**config.mk**
```make
export PLATFORM = sky130hd
export DESIGN_NAME = six_bit_offset_codec_top
export DESIGN_NICKNAME = d
export VERILOG_FILES = /design/src/rtl/core/sboc_pkg.sv /design/src/rtl/core/sboc_step.sv /design/src/rtl/core/six_bit_offset_codec_top.sv
export VERILOG_INCLUDE_DIRS = /design/src /design/src/rtl/core
export SDC_FILE = /design/constraint.sdc
export NUM_CORES = 1
export LEC_CHECK = 0
export ABC_AREA = 0
export ABC_CLOCK_PERIOD_IN_PS = 5700
export BUFFER_PORTS_ARGS = -buffer_cell sky130_fd_sc_hd__buf_4
export CAP_MARGIN = 0
export CORE_ASPECT_RATIO = 1.5
export CORE_MARGIN = 3
export CORE_UTILIZATION = 55
export DETAILED_ROUTE_END_ITERATION = 16
export GPL_TIMING_DRIVEN = 1
export PLACE_DENSITY = 0.73
export SYNTH_ARGS = -nofsm -noshare
export SYNTH_HDL_FRONTEND = slang
export SYNTH_SLANG_ARGS = --single-unit
```
**constraint.sdc**
```tcl
create_clock -name clk_i -period 5.7 [get_ports clk_i]
set_clock_uncertainty 0.1 [all_clocks]
set_input_delay 1.14 -clock clk_i [delete_from_list [all_inputs] [get_ports clk_i]]
set_output_delay 1.14 -clock clk_i [all_outputs]
set_load 0.02 [all_outputs]
```
**src/rtl/core/assert_macros.svh**
```systemverilog
`ifndef ASSERT_MACROS_SVH
`define ASSERT_MACROS_SVH

// Holds at every clock edge out of reset.
`define ASSERT_ALWAYS(label, cond, msg) \
  label: assert property (@(posedge clk_i) disable iff (!rst_ni) (cond)) else $error(msg);

// Consequent holds in the same cycle as the antecedent.
`define ASSERT_IMPL(label, ante, cons, msg) \
  label: assert property (@(posedge clk_i) disable iff (!rst_ni) (ante) |-> (cons)) \
    else $error(msg);

// Consequent holds in the cycle after the antecedent.
`define ASSERT_NEXT(label, ante, cons, msg) \
  label: assert property (@(posedge clk_i) disable iff (!rst_ni) (ante) |=> (cons)) \
    else $error(msg);

`endif

```
**src/rtl/core/sboc_pkg.sv**
```systemverilog
`timescale 1ns / 1ps

package sboc_pkg;

  localparam int unsigned StoreW  = 14;
  localparam int unsigned CountW  = 4;
  localparam int unsigned ByteW   = 8;
  localparam int unsigned GroupW  = 6;
  localparam int unsigned MaxRes  = 2;

  localparam logic [ByteW-1:0]  CharOffset  = 8'd60;
  localparam logic [CountW-1:0] EncCountMax = 4'd4;
  localparam logic [CountW-1:0] DecCountMax = 4'd7;

  typedef enum logic {
    MODE_ENCODE = 1'b0,
    MODE_DECODE = 1'b1
  } mode_e;

  typedef struct packed {
    logic [ByteW-1:0] in_byte;
    logic             in_last;
  } in_item_t;

  typedef struct packed {
    logic [ByteW-1:0] out_byte;
    logic             run_last;
  } out_item_t;

  typedef struct packed {
    logic [1:0]              num;
    out_item_t [MaxRes-1:0]  res;
    logic [StoreW-1:0]       store;
    logic [CountW-1:0]       count;
  } step_t;

endpackage

```
**src/rtl/core/sboc_step.sv**
```systemverilog
`timescale 1ns / 1ps

module sboc_step (
  input  sboc_pkg::mode_e              mode_i,
  input  sboc_pkg::in_item_t           item_i,
  input  logic [sboc_pkg::StoreW-1:0]  store_i,
  input  logic [sboc_pkg::CountW-1:0]  count_i,
  output sboc_pkg::step_t              result_o
);
  import sboc_pkg::*;

  logic [CountW-1:0] cnt_enc;
  logic [CountW-1:0] rem_enc;
  logic [StoreW-1:0] acc_enc;
  logic [StoreW-1:0] acc_enc_m;
  logic [GroupW-1:0] grp0;
  logic [GroupW-1:0] grp1;
  logic [GroupW-1:0] pad;
  logic [GroupW-1:0] six;
  logic [CountW-1:0] cnt_dec;
  logic [CountW-1:0] cnt6;
  logic [CountW-1:0] rem_dec;
  logic [StoreW-1:0] acc_dec;

  always_comb begin
    result_o = '0;

    cnt_enc   = (count_i > EncCountMax) ? EncCountMax : count_i;
    acc_enc   = {store_i[5:0], item_i.in_byte};
    grp1      = acc_enc[5:0];
    if (cnt_enc == EncCountMax) begin
      rem_enc = '0;
      grp0    = acc_enc[11:6];
    end else begin
      rem_enc = cnt_enc + 4'd2;
      grp0    = GroupW'(acc_enc >> rem_enc);
    end
    acc_enc_m = acc_enc & ((14'd1 << rem_enc) - 14'd1);
    pad       = GroupW'(acc_enc_m << (4'd6 - rem_enc));

    six     = GroupW'(item_i.in_byte - CharOffset);
    cnt_dec = (count_i > DecCountMax) ? DecCountMax : count_i;
    acc_dec = {store_i[7:0], six};
    cnt6    = cnt_dec + 4'd6;
    rem_dec = (cnt6 >= 4'd8) ? (cnt6 - 4'd8) : cnt6;

    case (mode_i)
      MODE_ENCODE: begin
        result_o.res[0].out_byte = {2'b00, grp0} + CharOffset;
        result_o.store           = acc_enc_m;
        result_o.count           = rem_enc;
        if (cnt_enc == EncCountMax) begin
          result_o.num             = 2'd2;
          result_o.res[1].out_byte = {2'b00, grp1} + CharOffset;
        end else if (item_i.in_last && (rem_enc != '0)) begin
          result_o.num             = 2'd2;
          result_o.res[1].out_byte = {2'b00, pad} + CharOffset;
        end else begin
          result_o.num = 2'd1;
        end
      end
      MODE_DECODE: begin
        result_o.res[0].out_byte = ByteW'(acc_dec >> rem_dec);
        result_o.num             = (cnt6 >= 4'd8) ? 2'd1 : 2'd0;
        result_o.store           = acc_dec & ((14'd1 << rem_dec) - 14'd1);
        result_o.count           = rem_dec;
      end
      default: begin
        result_o.num = 2'd0;
      end
    endcase

    case (result_o.num)
      2'd1:    result_o.res[0].run_last = 1'b1;
      2'd2:    result_o.res[1].run_last = 1'b1;
      default: result_o.res[0].run_last = 1'b0;
    endcase

    if (item_i.in_last) begin
      result_o.store = '0;
      result_o.count = '0;
    end
  end

endmodule

```
**src/rtl/core/six_bit_offset_codec_top.sv**
```systemverilog
`timescale 1ns / 1ps

// channel  valid        stall        payload
// in       in_valid_i   in_stall_o   in_item_i  (in_byte, in_last)
// out      out_valid_o  out_stall_i  out_item_o (out_byte, run_last)
// cfg      cfg_we_i     -            cfg_wdata_i (mode)
//
// An accepted item is held in the input register, then is coded in one pass.
// Results leave through a two-entry output buffer, one per cycle while out_stall_i
// is low. Each item yields up to two characters; one output port sets the pace.
// Reset clears mode to encode and empties the bit store; no clearing pass.
// A stall on the output holds the head item and backs up into the input register.

module six_bit_offset_codec_top (
  input  logic                 clk_i,
  input  logic                 rst_ni,
  input  logic                 in_valid_i,
  output logic                 in_stall_o,
  input  sboc_pkg::in_item_t   in_item_i,
  output logic                 out_valid_o,
  input  logic                 out_stall_i,
  output sboc_pkg::out_item_t  out_item_o,
  input  logic                 cfg_we_i,
  input  logic                 cfg_wdata_i
);
  import sboc_pkg::*;

  `include "assert_macros.svh"

  mode_e              mode_q;
  logic [StoreW-1:0]  store_q;
  logic [CountW-1:0]  count_q;
  in_item_t           in_q;
  logic               in_vld_q;
  logic               in_vld_d;
  out_item_t [1:0]    ob_q;
  out_item_t [1:0]    ob_d;
  logic [1:0]         ob_cnt_q;
  logic [1:0]         ob_cnt_d;
  logic               pop;
  logic [1:0]         keep;
  logic [1:0]         room;
  logic               fire;
  logic               in_accept;
  step_t              step;

  sboc_step u_step (
    .mode_i   (mode_q),
    .item_i   (in_q),
    .store_i  (store_q),
    .count_i  (count_q),
    .result_o (step)
  );

  assign out_valid_o = (ob_cnt_q != 2'd0);
  assign out_item_o  = ob_q[0];
  assign pop         = out_valid_o && !out_stall_i;
  assign keep        = ob_cnt_q - {1'b0, pop};
  assign room        = 2'd2 - keep;
  assign fire        = in_vld_q && (step.num <= room);
  assign in_stall_o  = in_vld_q && !fire;
  assign in_accept   = in_valid_i && !in_stall_o;
  assign in_vld_d    = in_accept || (in_vld_q && !fire);

  always_comb begin
    ob_d = ob_q;
    if (pop) begin
      ob_d[0] = ob_q[1];
    end
    if (fire && (step.num != 2'd0)) begin
      if (keep == 2'd0) begin
        ob_d[0] = step.res[0];
        ob_d[1] = step.res[1];
      end else begin
        ob_d[1] = step.res[0];
      end
    end
    ob_cnt_d = keep + (fire ? step.num : 2'd0);
  end

  always_ff @(posedge clk_i or negedge rst_ni) begin
    if (!rst_ni) begin
      mode_q   <= MODE_ENCODE;
      store_q  <= '0;
      count_q  <= '0;
      in_vld_q <= 1'b0;
      ob_cnt_q <= '0;
    end else begin
      in_vld_q <= in_vld_d;
      ob_cnt_q <= ob_cnt_d;
      if (cfg_we_i) begin
        mode_q  <= mode_e'(cfg_wdata_i);
        store_q <= '0;
        count_q <= '0;
      end else if (fire) begin
        store_q <= step.store;
        count_q <= step.count;
      end
    end
  end

  always_ff @(posedge clk_i) begin
    ob_q <= ob_d;
    if (in_accept) begin
      in_q <= in_item_i;
    end
  end

  `ASSERT_ALWAYS(a_ob_cnt_max, ob_cnt_q <= 2'd2, "output buffer overfilled")
  `ASSERT_IMPL(a_enc_count, mode_q == MODE_ENCODE, count_q <= EncCountMax, "encode count high")
  `ASSERT_NEXT(a_last_clear, fire && in_q.in_last, count_q == '0, "store not cleared on last")

endmodule
```
== Yosys cells after proc, flatten, opt, wreduce, memory -nomap -nowiden ==
Index checks and enable logic that the tools add are counted.

* Magnitude comparators: 4
* Reduce and logical (&&, ||, !) cells: 15
* Shift-type cells: 5
* Bitwise operators: 3
* Equal/unequal tests: 3
* Muxes and demuxes: 25
* Add/sub/neg operators: 13

{| class="wikitable"
|+ Operator list
! kind !! number
|-
| two-way mux 9 bit || 4
|-
| two-way mux 8 bit || 4
|-
| two-way mux 4 bit || 6
|-
| case mux 12 bit (2 select lines) || 1
|-
| adder 6 x 6 -> 7 bit, second input constant || 3
|-
| case mux 8 bit (2 select lines) || 1
|-
| AND 14 bit || 1
|-
| << shifter 1 x 4 -> 14 bit, first input constant || 1
|-
| << shifter 14 x 4 -> 6 bit || 1
|-
| right shift 14 x 4 -> 6 bit || 1
|-
| right shift 14 x 4 -> 8 bit || 1
|-
| subtractor 14 x 1 -> 14 bit, second input constant || 1
|-
| two-way mux 12 bit || 1
|-
| two-way mux 10 bit || 1
|-
| AND 8 bit || 1
|-
| > comparator 4 x 3 -> 1 bit, second input constant || 2
|-
| << shifter 1 x 4 -> 8 bit, first input constant || 1
|-
| subtractor 8 x 1 -> 8 bit, second input constant || 1
|-
| logical AND 1 bit || 6
|-
| two-way mux 6 bit || 1
|-
| nonzero test 2 bit || 3
|-
| subtractor 6 bit, second input constant || 1
|-
| adder 4 x 2 -> 4 bit, second input constant || 1
|-
| adder 4 x 3 -> 4 bit, second input constant || 1
|-
| 18 further kinds || 23
|}

* Flip-flop bits (word level): 43
* Logic and storage cells: 79

== Logic depth before layout (Yosys ltp) ==
Gate-level depths: netlist (run 1).

* Depth in word-level cells: 19
* Gate-level depth with buffers: 21
* Mapped depth without buffers: 18

== Cells and area by module ==
Synthesis (run 1) repeated with hierarchy kept, for this count alone.

* Cell total of the unflattened synthesis: 528
* Area, all modules: 4543.1 um^2

{| class="wikitable"
|+ By module, submodules not included
! module !! area each (um^2) !! times used !! sequential area each (um^2) !! cells an instance
|-
| sboc_step || 2367.3 || 1 || 0.0 || 371
|-
| six_bit_offset_codec_top || 2175.8 || 1 || 1271.2 || 157
|}

== Worst setup path before layout (run 1) ==
OpenSTA, ideal clock, no wires.

* Kind: in2reg
* Start point: in out_stall_i
* End point: reg ob_q (netlist bit out_item_o[5])
* Library setup time: 125 ps
* Slack: 1044 ps
* Arrival time: 4430 ps
* Stages: 15
* Required time: 5475 ps
* Cell sequence: nand2b_1 clkbuf_1 clkinv_1 ha_1 xnor2_1 ha_1 ha_1 nor2b_1 o21ai_1 nand2_1 a21oi_1 nand2_1 clkbuf_1 nand2_1 o21ai_1

{| class="wikitable"
|+ RTL lines
! item !! RTL line !! RTL
|-
| from (decl) || six_bit_offset_codec_top.sv:21 || <nowiki>input logic out_stall_i,</nowiki>
|-
| to (signal assigned) || six_bit_offset_codec_top.sv:103 || <nowiki>ob_q <= ob_d;</nowiki>
|-
| to (decl) || six_bit_offset_codec_top.sv:36 || <nowiki>out_item_t [1:0] ob_q;</nowiki>
|}

== Worst setup path in the final report (run 1) ==
* Start point: reg count_q[2]
* End point: out in_stall_o

* Longest elaborated chain between the ends: 13
* Elaborated cells on any way between the ends: 19
* Those cells by class: add/sub: 2; order compare: 4; eq/ne: 1; mux: 7; reduce/logical: 5

{| class="wikitable"
|+ Ends and longest elaborated chain
! item !! RTL line !! RTL
|-
| from (decl) || six_bit_offset_codec_top.sv:32 || <nowiki>logic [CountW-1:0] count_q;</nowiki>
|-
| from (signal assigned) || six_bit_offset_codec_top.sv:97 || <nowiki>count_q <= step.count;</nowiki>
|-
| > comparator 4 x 3 -> 1 bit || sboc_step.sv:28 || <nowiki>cnt_enc = (count_i > EncCountMax) ? EncCountMax : count_i;</nowiki>
|-
| two-way mux 4 bit || sboc_step.sv:28 ||
|-
| adder 4 x 2 -> 4 bit or == test 4 x 3 -> 1 bit (tied branches) || sboc_step.sv:35, sboc_step.sv:31, sboc_step.sv:52 ||
|-
| two-way mux 4 bit || sboc_step.sv:31 || <nowiki>if (cnt_enc == EncCountMax) begin</nowiki>
|-
| nonzero test 4 bit || sboc_step.sv:55 || <nowiki>end else if (item_i.in_last && (rem_enc != '0)) begin</nowiki>
|-
| logical AND 1 bit || sboc_step.sv:55 ||
|-
| two-way mux 2 bit || sboc_step.sv:55 ||
|-
| two-way mux 10 bit || sboc_step.sv:52 || <nowiki>if (cnt_enc == EncCountMax) begin</nowiki>
|-
| case mux 2 bit (2 select lines) * || sboc_step.sv:47 || <nowiki>case (mode_i)</nowiki>
|-
| <= comparator 2 bit * || six_bit_offset_codec_top.sv:60 || <nowiki>assign fire = in_vld_q && (step.num <= room);</nowiki>
|-
| logical AND 1 bit * || six_bit_offset_codec_top.sv:60 ||
|-
| zero test 1 bit * || six_bit_offset_codec_top.sv:61 || <nowiki>assign in_stall_o = in_vld_q && !fire;</nowiki>
|-
| logical AND 1 bit * || six_bit_offset_codec_top.sv:61 ||
|-
| to (decl) || six_bit_offset_codec_top.sv:18 || <nowiki>output logic in_stall_o,</nowiki>
|}

Every way passes the cells marked *; elsewhere a longest branch is shown, timed or not.

==> results of run 1 <==
placed cells by master (no fill, tap or decap), types with 3 or more instances in the layout:
cell,instances
a211oi_1,6
a21oi_1,28
a22o_1,6
a31oi_1,7
and2_1,6
buf_4,32
clkbuf_8,5
dfrtp_1,16
dfxtp_1,9
edfxtp_1,18
ha_1,13
inv_1,10
inv_2,6
mux2_2,4
mux2i_1,13
mux4_2,10
nand2_1,85
nand2b_1,7
nand3_1,12
nand4_1,6
nor2_1,26
nor2b_1,8
nor3_1,15
o211ai_1,6
o21ai_0,16
o21ai_1,14
o22a_1,4
o22ai_1,13
o311ai_1,4
o31a_1,4
or2_1,3
or3b_1,3
xnor2_1,8
xor2_1,5
power by group:
group          switching [mW]  internal [mW]  leakage [nW]
clock                   0.119          0.133        0.0587
combinational            1.15          0.788          1.12
sequential              0.228          0.517         0.461
per-stage QoR:
stage / util / cell area [sq um]
after floorplan: - / 3970
after global placement: 0.581 / 4030
after detailed placement: 0.581 / 4030
after CTS: 0.597 / 4150
after global routing: 0.597 / 4150
final: 0.597 / 4150
worst max-delay path: cells and delay by family (launching register included):
kind,cells,cell delay [ps]
buf+inv,5,480
simple gates,7,1490
compound gates,2,350
fa+ha+maj,2,560
flops,1,640
layer usage:
layer,global-route usage,up-vias,part of all wire
met5,0,-,0
met4,0.181,0,0.064
met3,0.0463,67,0.077
met2,0.476,202,0.48
met1,0.361,1748,0.38
li1,-,1748,-
final timing paths:
| kind | from | end | slack [ps] | cells after the start |
|---|---|---|---|---|
| max | count_q[2] | in_stall_o | 650 | 16 |
| min | out_item_o[0] | out_item_o[0] | 390 | 2 |
| max reg2reg | count_q[2] | ob_q[16] | 1020 | 14 |
| min reg2reg | out_item_o[0] | out_item_o[0] | 390 | 2 |
| max in group asynchronous | rst_ni | store_q[5] | 4720 | 1 |
| min in group asynchronous | rst_ni | store_q[0] | 580 | 1 |
area by class of cell:
type | instances | share of cell area
repair buffers | 32 | 0.0579
well taps | 78 | 0.0235
multi-input cells | 372 | 0.605
clock buffers | 5 | 0.0166
clock inverters | 3 | 0.0115
flip-flops and latches | 43 | 0.270
inverters | 17 | 0.0154
cells by family after synthesis:
family / share of synthesized area
simple gates: 0.223
xor+xnor: 0.0287
mux: 0.104
buf+inv: 0.0849
compound gates: 0.236
flops: 0.283
fa+ha+maj: 0.0410
flip-flops by register name, indices dropped and copies added, names as in the netlist:
| name | flops |
|---|---|
| out_item_o | 9 |
| store_q | 8 |
| in_vld_q | 1 |
| mode_q | 1 |
| ob_q | 9 |
| ob_cnt_q | 2 |
| in_q | 9 |
| count_q | 4 |
==> run_results.csv, run 1 <==
group,metric,value,unit
outcome,status,"finished clean",
pwr,leakage,1.64,nW
setup_path,path_class,"register to output port",
setup_path,crit_chain,"or3b_1 -> inv_2 -> ha_1 -> nor3_1 -> a21oi_1 -> nand2_1 -> nand2_1 -> nand2_1 -> inv_2 -> ha_1 -> nor2b_1 -> o21ai_1 -> inv_1 -> nand2_1 -> inv_1 -> buf_4",
floorplan,die_w,75.3,microns
sta,hold_viol,0,
sta,min_period,5050,ps
placement,dp_cells,542,
route,drc,0,
setup_path,timing.critical_path.mode_cell,"nand2_1",
synth,synth_common_cells,"nand2_1 (85), a21oi_1 (28), nor2_1 (26), clkbuf_1 (22), edfxtp_1 (18)",
sta,tns,0,ps
route,wl,11500,microns
global_route,grt_start_max_net_pins,43,
finish,seq_area,0.00112,sq mm
global_route,antenna_found_initial,0,
floorplan,die_area,0.00829,sq mm
job,max-cap-violations,0,
clock_tree,h-tree-depth,2,
synth,syn_avg_cell_area,8.18,sq um
finish,synthToLayoutAreaGrowth,4.57,%
setup_path,slowest_delay,640,ps
floorplan,start_util,0.571,
finish,layout-drive-gt1-share,0.148,
route,avgViaCountPerCell,6.85,
route,first_iter_violations,330,
global_route,gr-total-overflow,0,
placement,port_buffers,25,
route,ant_nets,0,
setup_path,critPathCaptureType,"output port",
synth,synth_edf_count,18,
setup_path,cp.required,4460,ps
clock_tree,clkTransAtPathRegs,90,ps
sta,slew_headroom,0.397,
synth,yosysUniqueCellTypes,69,
finish,layoutNonFillerInstCount,550,
sta,setup_violations,0,
synth,ys.flop_type,"edfxtp_1",
clock_tree,post-cts-setup-buffers,0,
sta,fmax,198,MHz
clock_tree,clock_sinks,43,
synth,async_flop_share,0.372,
floorplan,rows,37,
finish,multi_input_area,0.00251,sq mm
finish,fin_nets,499,
route,drtPass1Iterations,7,
clock_tree,insertion_delay,300,ps
synth,synth_top_area_frac,0.136,
setup_path,crit_path_start_kind,"register",
global_route,grt_use_total,0.295,
clock_tree,holdBufCountCts,0,
sta,final_max_slew_viol_count,0,
synth,synthesis.nets,513,
clock_tree,root_buffer,"clkbuf_8",
synth,synthTopCellsByArea,"edfxtp_1 (14%), dfrtp_1 (10%), nand2_1 (8.0%)",
setup_path,cp_max_fo,19,
setup_path,slowest_stage,"dfrtp_1",
synth,synth_most_common_cell,"nand2_1",
sta,fin_ws,653,ps
global_route,grt_first_pass_wirelength,18500,microns
clock_tree,cts_buffers,5,
placement,pre_cts_slack,736,ps
clock_tree,postCtsResizedCells,0,
floorplan,io_pins,26,
sta,post-route-period-util,0.886,
synth,yosysTopAreaCell,"edfxtp_1",
worst_hold_path,hold_path_class,"register to register",
sta,timing.hold.ws,388,ps
clock_tree,cts_tree,"yes",
floorplan,core_area,0.00694,sq mm
placement,dp_hpwl,8180,microns
synth,yosysSeqAreaShare,0.283,
finish,fill_cells,626,
setup_path,arrival,3810,ps
global_route,grt_pass1_vias,3687,
pwr,vdd_ir_drop_max,0.342,mV
floorplan,die-height,110,microns
placement,gp_routability_congestion,0.972,
pwr,p_per_area,707,mW/mm^2
sta,worstMarginPinSlew,905,ps
route,vias,3765,
synth,yosysWarnings,0,
synth,ys_ff_latch,43,
finish,antenna_cells,0,
synth,synth_area,0.00397,sq mm
sta,grt_setup_unrepaired,"no",
clock_tree,cts_buffer_depth,2,
pwr,p_total,2.93,mW
synth,synthCells,485,
route,wl_per_cell,20.9,microns
(Power assumes the default switching activity.)
==> run 2, diff against run 1 <==
--- a/config.mk
+++ b/config.mk
@@ -18,4 +18,5 @@
 export PLACE_DENSITY = 0.73
 export SYNTH_ARGS = -nofsm -noshare
 export SYNTH_HDL_FRONTEND = slang
+export SYNTH_HIERARCHICAL = 1
 export SYNTH_SLANG_ARGS = --single-unit
==> run 2 against run 1 <==
Against the previous run:
- core utilization fell by 0.66 points
- total power increased by 5.0%
- final cell count is 3.5% higher
- cell area increased by 4.3%
- synthesized cell count increased by 1.2%
- synthesized area rose by 5.7%
- sequential cell count stayed put
- worst hold slack better by 71 ps
- sequential share of layout area shrank 1.1 points
- via count is 0.13% higher
- clock-buffer cell count increased by 1
==> run_results.csv, run 2 <==
group,metric,value,unit
finish,antenna_cells,0,
finish,mostFrequentLayoutCells,"nor2_1 (44), buf_4 (32), nand2_1 (31), mux2i_1 (31)",
finish,fill_cells,706,
clock_tree,cts_tree,"yes",
placement,dp_hpwl,8890,microns
clock_tree,post-cts-setup-buffers,0,
outcome,status,"finished clean",
floorplan,io_pins,26,
route,wl_per_cell,21.5,microns
pwr,switchingPower,1.57,mW
clock_tree,cts_buffers,5,
synth,synthCells,491,
pwr,p_clk_frac,0.064,
finish,multi_input_area,0.00270,sq mm
pwr,leakage,1.72,nW
global_route,grt_use_total,0.280,
global_route,grt_pass1_vias,3681,
sta,tns,0,ps
setup_path,cp.required,4460,ps
floorplan,core_area,0.00732,sq mm
sta,slew_headroom,0.349,
placement,dp_cells,561,
pwr,power.internal,1.51,mW
synth,synth_area,0.00419,sq mm
route,first_iter_violations,366,
finish,synthToLayoutAreaGrowth,3.16,%
placement,port_buffers,25,
route,avgViaCountPerCell,6.63,
worst_hold_path,hold_path_class,"register to register",
floorplan,rows,38,
sta,post-route-period-util,0.909,
pwr,seqPwrFrac,0.210,
finish,layout-drive-gt1-share,0.194,
job,max-cap-violations,0,
pwr,switching_share,0.508,
pwr,p_per_area,712,mW/mm^2
clock_tree,h-tree-depth,2,
floorplan,start_util,0.573,
floorplan,die-height,113,microns
route,wl,12300,microns
route,ant_nets,0,
sta,min_period,5180,ps
sta,grt_setup_unrepaired,"no",
global_route,grt_start_max_net_pins,56,
placement,gp_routability_congestion,1.01,
setup_path,cp_max_fo,17,
clock_tree,root_buffer,"clkbuf_8",
synth,synthesis.nets,518,
finish,layout_commonest_cell,"nor2_1",
route,drc,0,
sta,timing.hold.ws,459,ps
sta,fmax,193,MHz
clock_tree,clock_sinks,43,
clock_tree,holdBufCountCts,0,
sta,final_max_slew_viol_count,0,
floorplan,die_area,0.00873,sq mm
sta,worstMarginPinSlew,976,ps
global_route,antenna_found_initial,0,
finish,utilization,0.591,
clock_tree,postCtsResizedCells,0,
clock_tree,clkTransAtPathRegs,80,ps
sta,setup_violations,0,
setup_path,crit_path_start_kind,"register",
pwr,vdd_ir_drop_max,0.304,mV
route,drtPass1Iterations,5,
finish,layoutNonFillerInstCount,569,
synth,yosysWarnings,6,
global_route,gr-total-overflow,0,
pwr,pwr-share-comb,0.726,
setup_path,arrival,3940,ps
clock_tree,insertion_delay,300,ps
finish,fin_nets,495,
route,vias,3770,
global_route,grt_first_pass_wirelength,19500,microns
synth,syn_avg_cell_area,8.54,sq um
sta,hold_viol,0,
finish,seq_area,0.00112,sq mm
setup_path,path_class,"register to output port",
clock_tree,cts_buffer_depth,2,
setup_path,critPathCaptureType,"output port",
floorplan,die_w,77.3,microns
-- run 2: worst max-delay path: stages (launching register included) --
cell and delay [ps]:
dfrtp_1 540, or3b_1 490, inv_1 240, ha_1 290, nor4b_1 410, nor2_1 110
nand2_1 160, a21oi_1 220, a21oi_1 310, inv_1 90, ha_1 200, and2b_1 230
o211ai_1 130, inv_1 80, buf_4 130
-- run 2: final cells by class --
type / count / area share
clock buffers: 6 / 0.0168
flip-flops and latches: 43 / 0.259
well taps: 100 / 0.0289
inverters: 16 / 0.0139
multi-input cells: 370 / 0.623
clock inverters: 2 / 0.00260
repair buffers: 32 / 0.0555
-- run 2: power groups by stage --
stage / Clock (mW) / Sequential [mW] / Combinational, mW
2_1_floorplan: 0 / 0.553 / 1.80
3_3_place_gp: 0 / 0.642 / 2.15
3_5_place_dp: 0 / 0.649 / 2.18
4_1_cts: 0.206 / 0.641 / 2.19
5_1_grt: 0.216 / 0.662 / 2.40
6_report: 0.198 / 0.646 / 2.24
-- run 2: metal layers --
metal / wire, microns / global-route usage / up-vias / share of wire
li1: - / - / 1747 / -
met1: 4940 / 0.332 / 1808 / 0.40
met2: 6100 / 0.486 / 171 / 0.50
met3: 637 / 0.0382 / 44 / 0.052
met4: 580 / 0.153 / 0 / 0.047
met5: 0 / 0 / - / 0
-- run 2: path summary, 6_finish.rpt --
kind	start	to	slack (ps)	cells after the start
setup / recovery	count_q[2]	in_stall_o	520	14
hold / removal	store_q[7]	store_q[7]	460	2
setup reg to reg	count_q[2]	out_item_o[7]	780	12
hold reg to reg	store_q[7]	store_q[7]	460	2
max in group asynchronous	rst_ni	count_q[2]	4730	1
min in group asynchronous	rst_ni	ob_cnt_q[1]	580	1
-- run 2: through the flow --
step	area, sq um	worst slack [ps]	power [mW]
final	4330	519	3.08
after global routing	4330	171	3.27
after CTS	4330	582	3.04
after detailed placement	4240	857	2.83
after global placement	4240	1020	2.79
after floorplan	4190	832	2.35
==> run 3, diff against run 2 <==
==> constraint.sdc (replaced) <==
create_clock -name clk_i -period 5.7 [get_ports clk_i]
set_clock_uncertainty 0.1 [all_clocks]
set_input_delay 0.57 -clock clk_i [delete_from_list [all_inputs] [get_ports clk_i]]
set_output_delay 0.57 -clock clk_i [all_outputs]
set_load 0.02 [all_outputs]
==> run 3 against run 2 <==
Against the previous run:
- first-iteration DRC count fell by 21%
- clock-buffer cell count is 2 higher
- critical path depth rose by 1
- core utilization is 0.55 points higher
- fmax increased by 11%
- total power grew 0.32%
- register-to-register slack better by 340 ps
- non-clock buffer count up 3
- sequential cell count is the same
- highest routed layer unchanged
- clock power increased by 12%
==> run_results.csv, run 3 (synthesized netlist as in run 2, its figures left out) <==
group,metric,value,unit
clock_tree,insertion_delay,310,ps
sta,fmax,213,MHz
setup_path,crit_path_start_kind,"register",
route,first_iter_violations,290,
clock_tree,cts_buffer_depth,2,
route,vias,3769,
finish,fill_cells,689,
worst_hold_path,hold_path_class,"input pin to asynchronous set/reset pin",
floorplan,die-height,113,microns
finish,synthToLayoutAreaGrowth,4.12,%
sta,worstMarginPinSlew,743,ps
floorplan,die_w,77.3,microns
route,wl,12100,microns
sta,tns,0,ps
clock_tree,root_buffer,"clkbuf_8",
placement,gp_routability_congestion,0.962,
finish,mostFrequentLayoutCells,"nor2_1 (44), buf_4 (35), nand2_1 (31), mux2i_1 (31)",
clock_tree,post-cts-setup-buffers,0,
finish,layout_commonest_cell,"nor2_1",
setup_path,timing.critical_path.mode_cell,"inv_1",
sta,hold_viol,0,
global_route,grt_first_pass_wirelength,18900,microns
floorplan,rows,38,
setup_path,crit_chain,"or3b_1 -> inv_1 -> ha_1 -> nor4b_1 -> nor2_1 -> nand2_1 -> a21oi_1 -> buf_4 -> a21oi_1 -> inv_1 -> ha_1 -> and2b_1 -> o211ai_1 -> inv_1 -> buf_4",
global_route,grt_pass1_vias,3641,
floorplan,die_area,0.00873,sq mm
finish,antenna_cells,0,
setup_path,path_class,"register to output port",
route,drtPass1Iterations,5,
setup_path,worst_r2r_endpoint,"ob_q[15]",
clock_tree,cts_tree,"yes",
global_route,grt_start_max_net_pins,40,
pwr,leakage,1.74,nW
finish,layout-drive-gt1-share,0.197,
global_route,gr-total-overflow,0,
sta,min_period,4690,ps
global_route,antenna_found_initial,0,
route,ant_nets,0,
floorplan,io_pins,26,
route,avgViaCountPerCell,6.59,
clock_tree,cts_buffers,5,
sta,grt_setup_unrepaired,"no",
outcome,status,"finished clean",
setup_path,r2r_setup_slack,1120,ps
clock_tree,holdBufCountCts,0,
setup_path,slowest_stage,"dfrtp_1",
floorplan,start_util,0.573,
setup_path,cp.required,5030,ps
clock_tree,postCtsResizedCells,0,
job,max-cap-violations,0,
setup_path,cp_max_fo,17,
clock_tree,h-tree-depth,2,
floorplan,core_area,0.00732,sq mm
placement,dp_hpwl,8800,microns
pwr,vdd_ir_drop_max,0.308,mV
pwr,p_total,3.09,mW
sta,final_max_slew_viol_count,0,
placement,port_buffers,25,
route,drc,0,
clock_tree,clock_sinks,43,
global_route,grt_use_total,0.275,
sta,slew_headroom,0.503,
pwr,p_per_area,708,mW/mm^2
setup_path,worstRegToRegCells,15,
route,wl_per_cell,21.1,microns
clock_tree,clkTransAtPathRegs,80,ps
sta,setup_violations,0,
setup_path,arrival,4020,ps
setup_path,slowest_delay,540,ps
setup_path,rr_startpoint,"count_q[2]",
finish,fin_nets,498,
sta,post-route-period-util,0.822,
setup_path,critPathCaptureType,"output port",
==> run 3: cell types whose count changed in the layout (fill, tap and decap cells not counted) <==
| cell | delta |
|---|---|
| buf_4 | +3 |
| clkbuf_1 | +1 |
| clkbuf_16 | +1 |
| clkinv_2 | -1 |
| inv_4 | -1 |
==> run 3: area by class of cell <==
class	instances	area (sq um)	area share
sequential	43	1120	0.257
timing repair buffer	35	263	0.0602
clock buffer	8	101	0.0232
tap	100	125	0.0287
multi-input combinational	370	2700	0.617
inverter	16	60.1	0.0138
==> run 3: power breakdown <==
group          leakage [nW]  switching, mW  internal (mW)
Clock                0.0506          0.108          0.114
Combinational          1.23           1.27          0.950
Sequential            0.463          0.155          0.493
Total                  1.74           1.53           1.56
==> run 3: worst max-delay path by stage <==
stage / startpoint / endpoint / slack, ps
5_1_grt: count_q[2] / in_stall_o / 690
6_report: count_q[2] / in_stall_o / 1010
3_3_place_gp: count_q[3] / ob_q[10] / 1280
2_1_floorplan: count_q[2] / ob_q[14] / 1050
3_5_place_dp: count_q[3] / ob_q[11] / 1210
4_1_cts: count_q[2] / in_stall_o / 1070
==> run 3: stage by stage <==
step | util | setup slack, ps | instance area (sq um) | hold WS [ps] | instances
after global placement | 0.582 | 1280 | 4260 | 335 | 564
final | 0.596 | 1010 | 4370 | 6.88 | 572
after global routing | 0.596 | 690 | 4370 | 17.4 | 572
after floorplan | - | 1050 | 4190 | 174 | 491
after CTS | 0.596 | 1070 | 4370 | 8.03 | 572
after detailed placement | 0.582 | 1210 | 4260 | 341 | 564
==> run 3: critical path: cells and delay by family (launching register included) <==
kind	cells	cell delay, ps
flip-flops	1	540
adder cells (fa/ha/maj)	2	480
buffers and inverters	5	710
AND/OR/NAND/NOR	5	1450
AO/OA/AOI/OAI	3	530
==> run 3: per-layer routing <==
layer	up-vias	wire, microns	part of all wire	global-route usage
met4	0	646	0.054	0.177
met5	-	0	0	0
met3	47	680	0.056	0.0326
li1	1754	-	-	-
met1	1796	4730	0.39	0.321
met2	172	5990	0.50	0.473
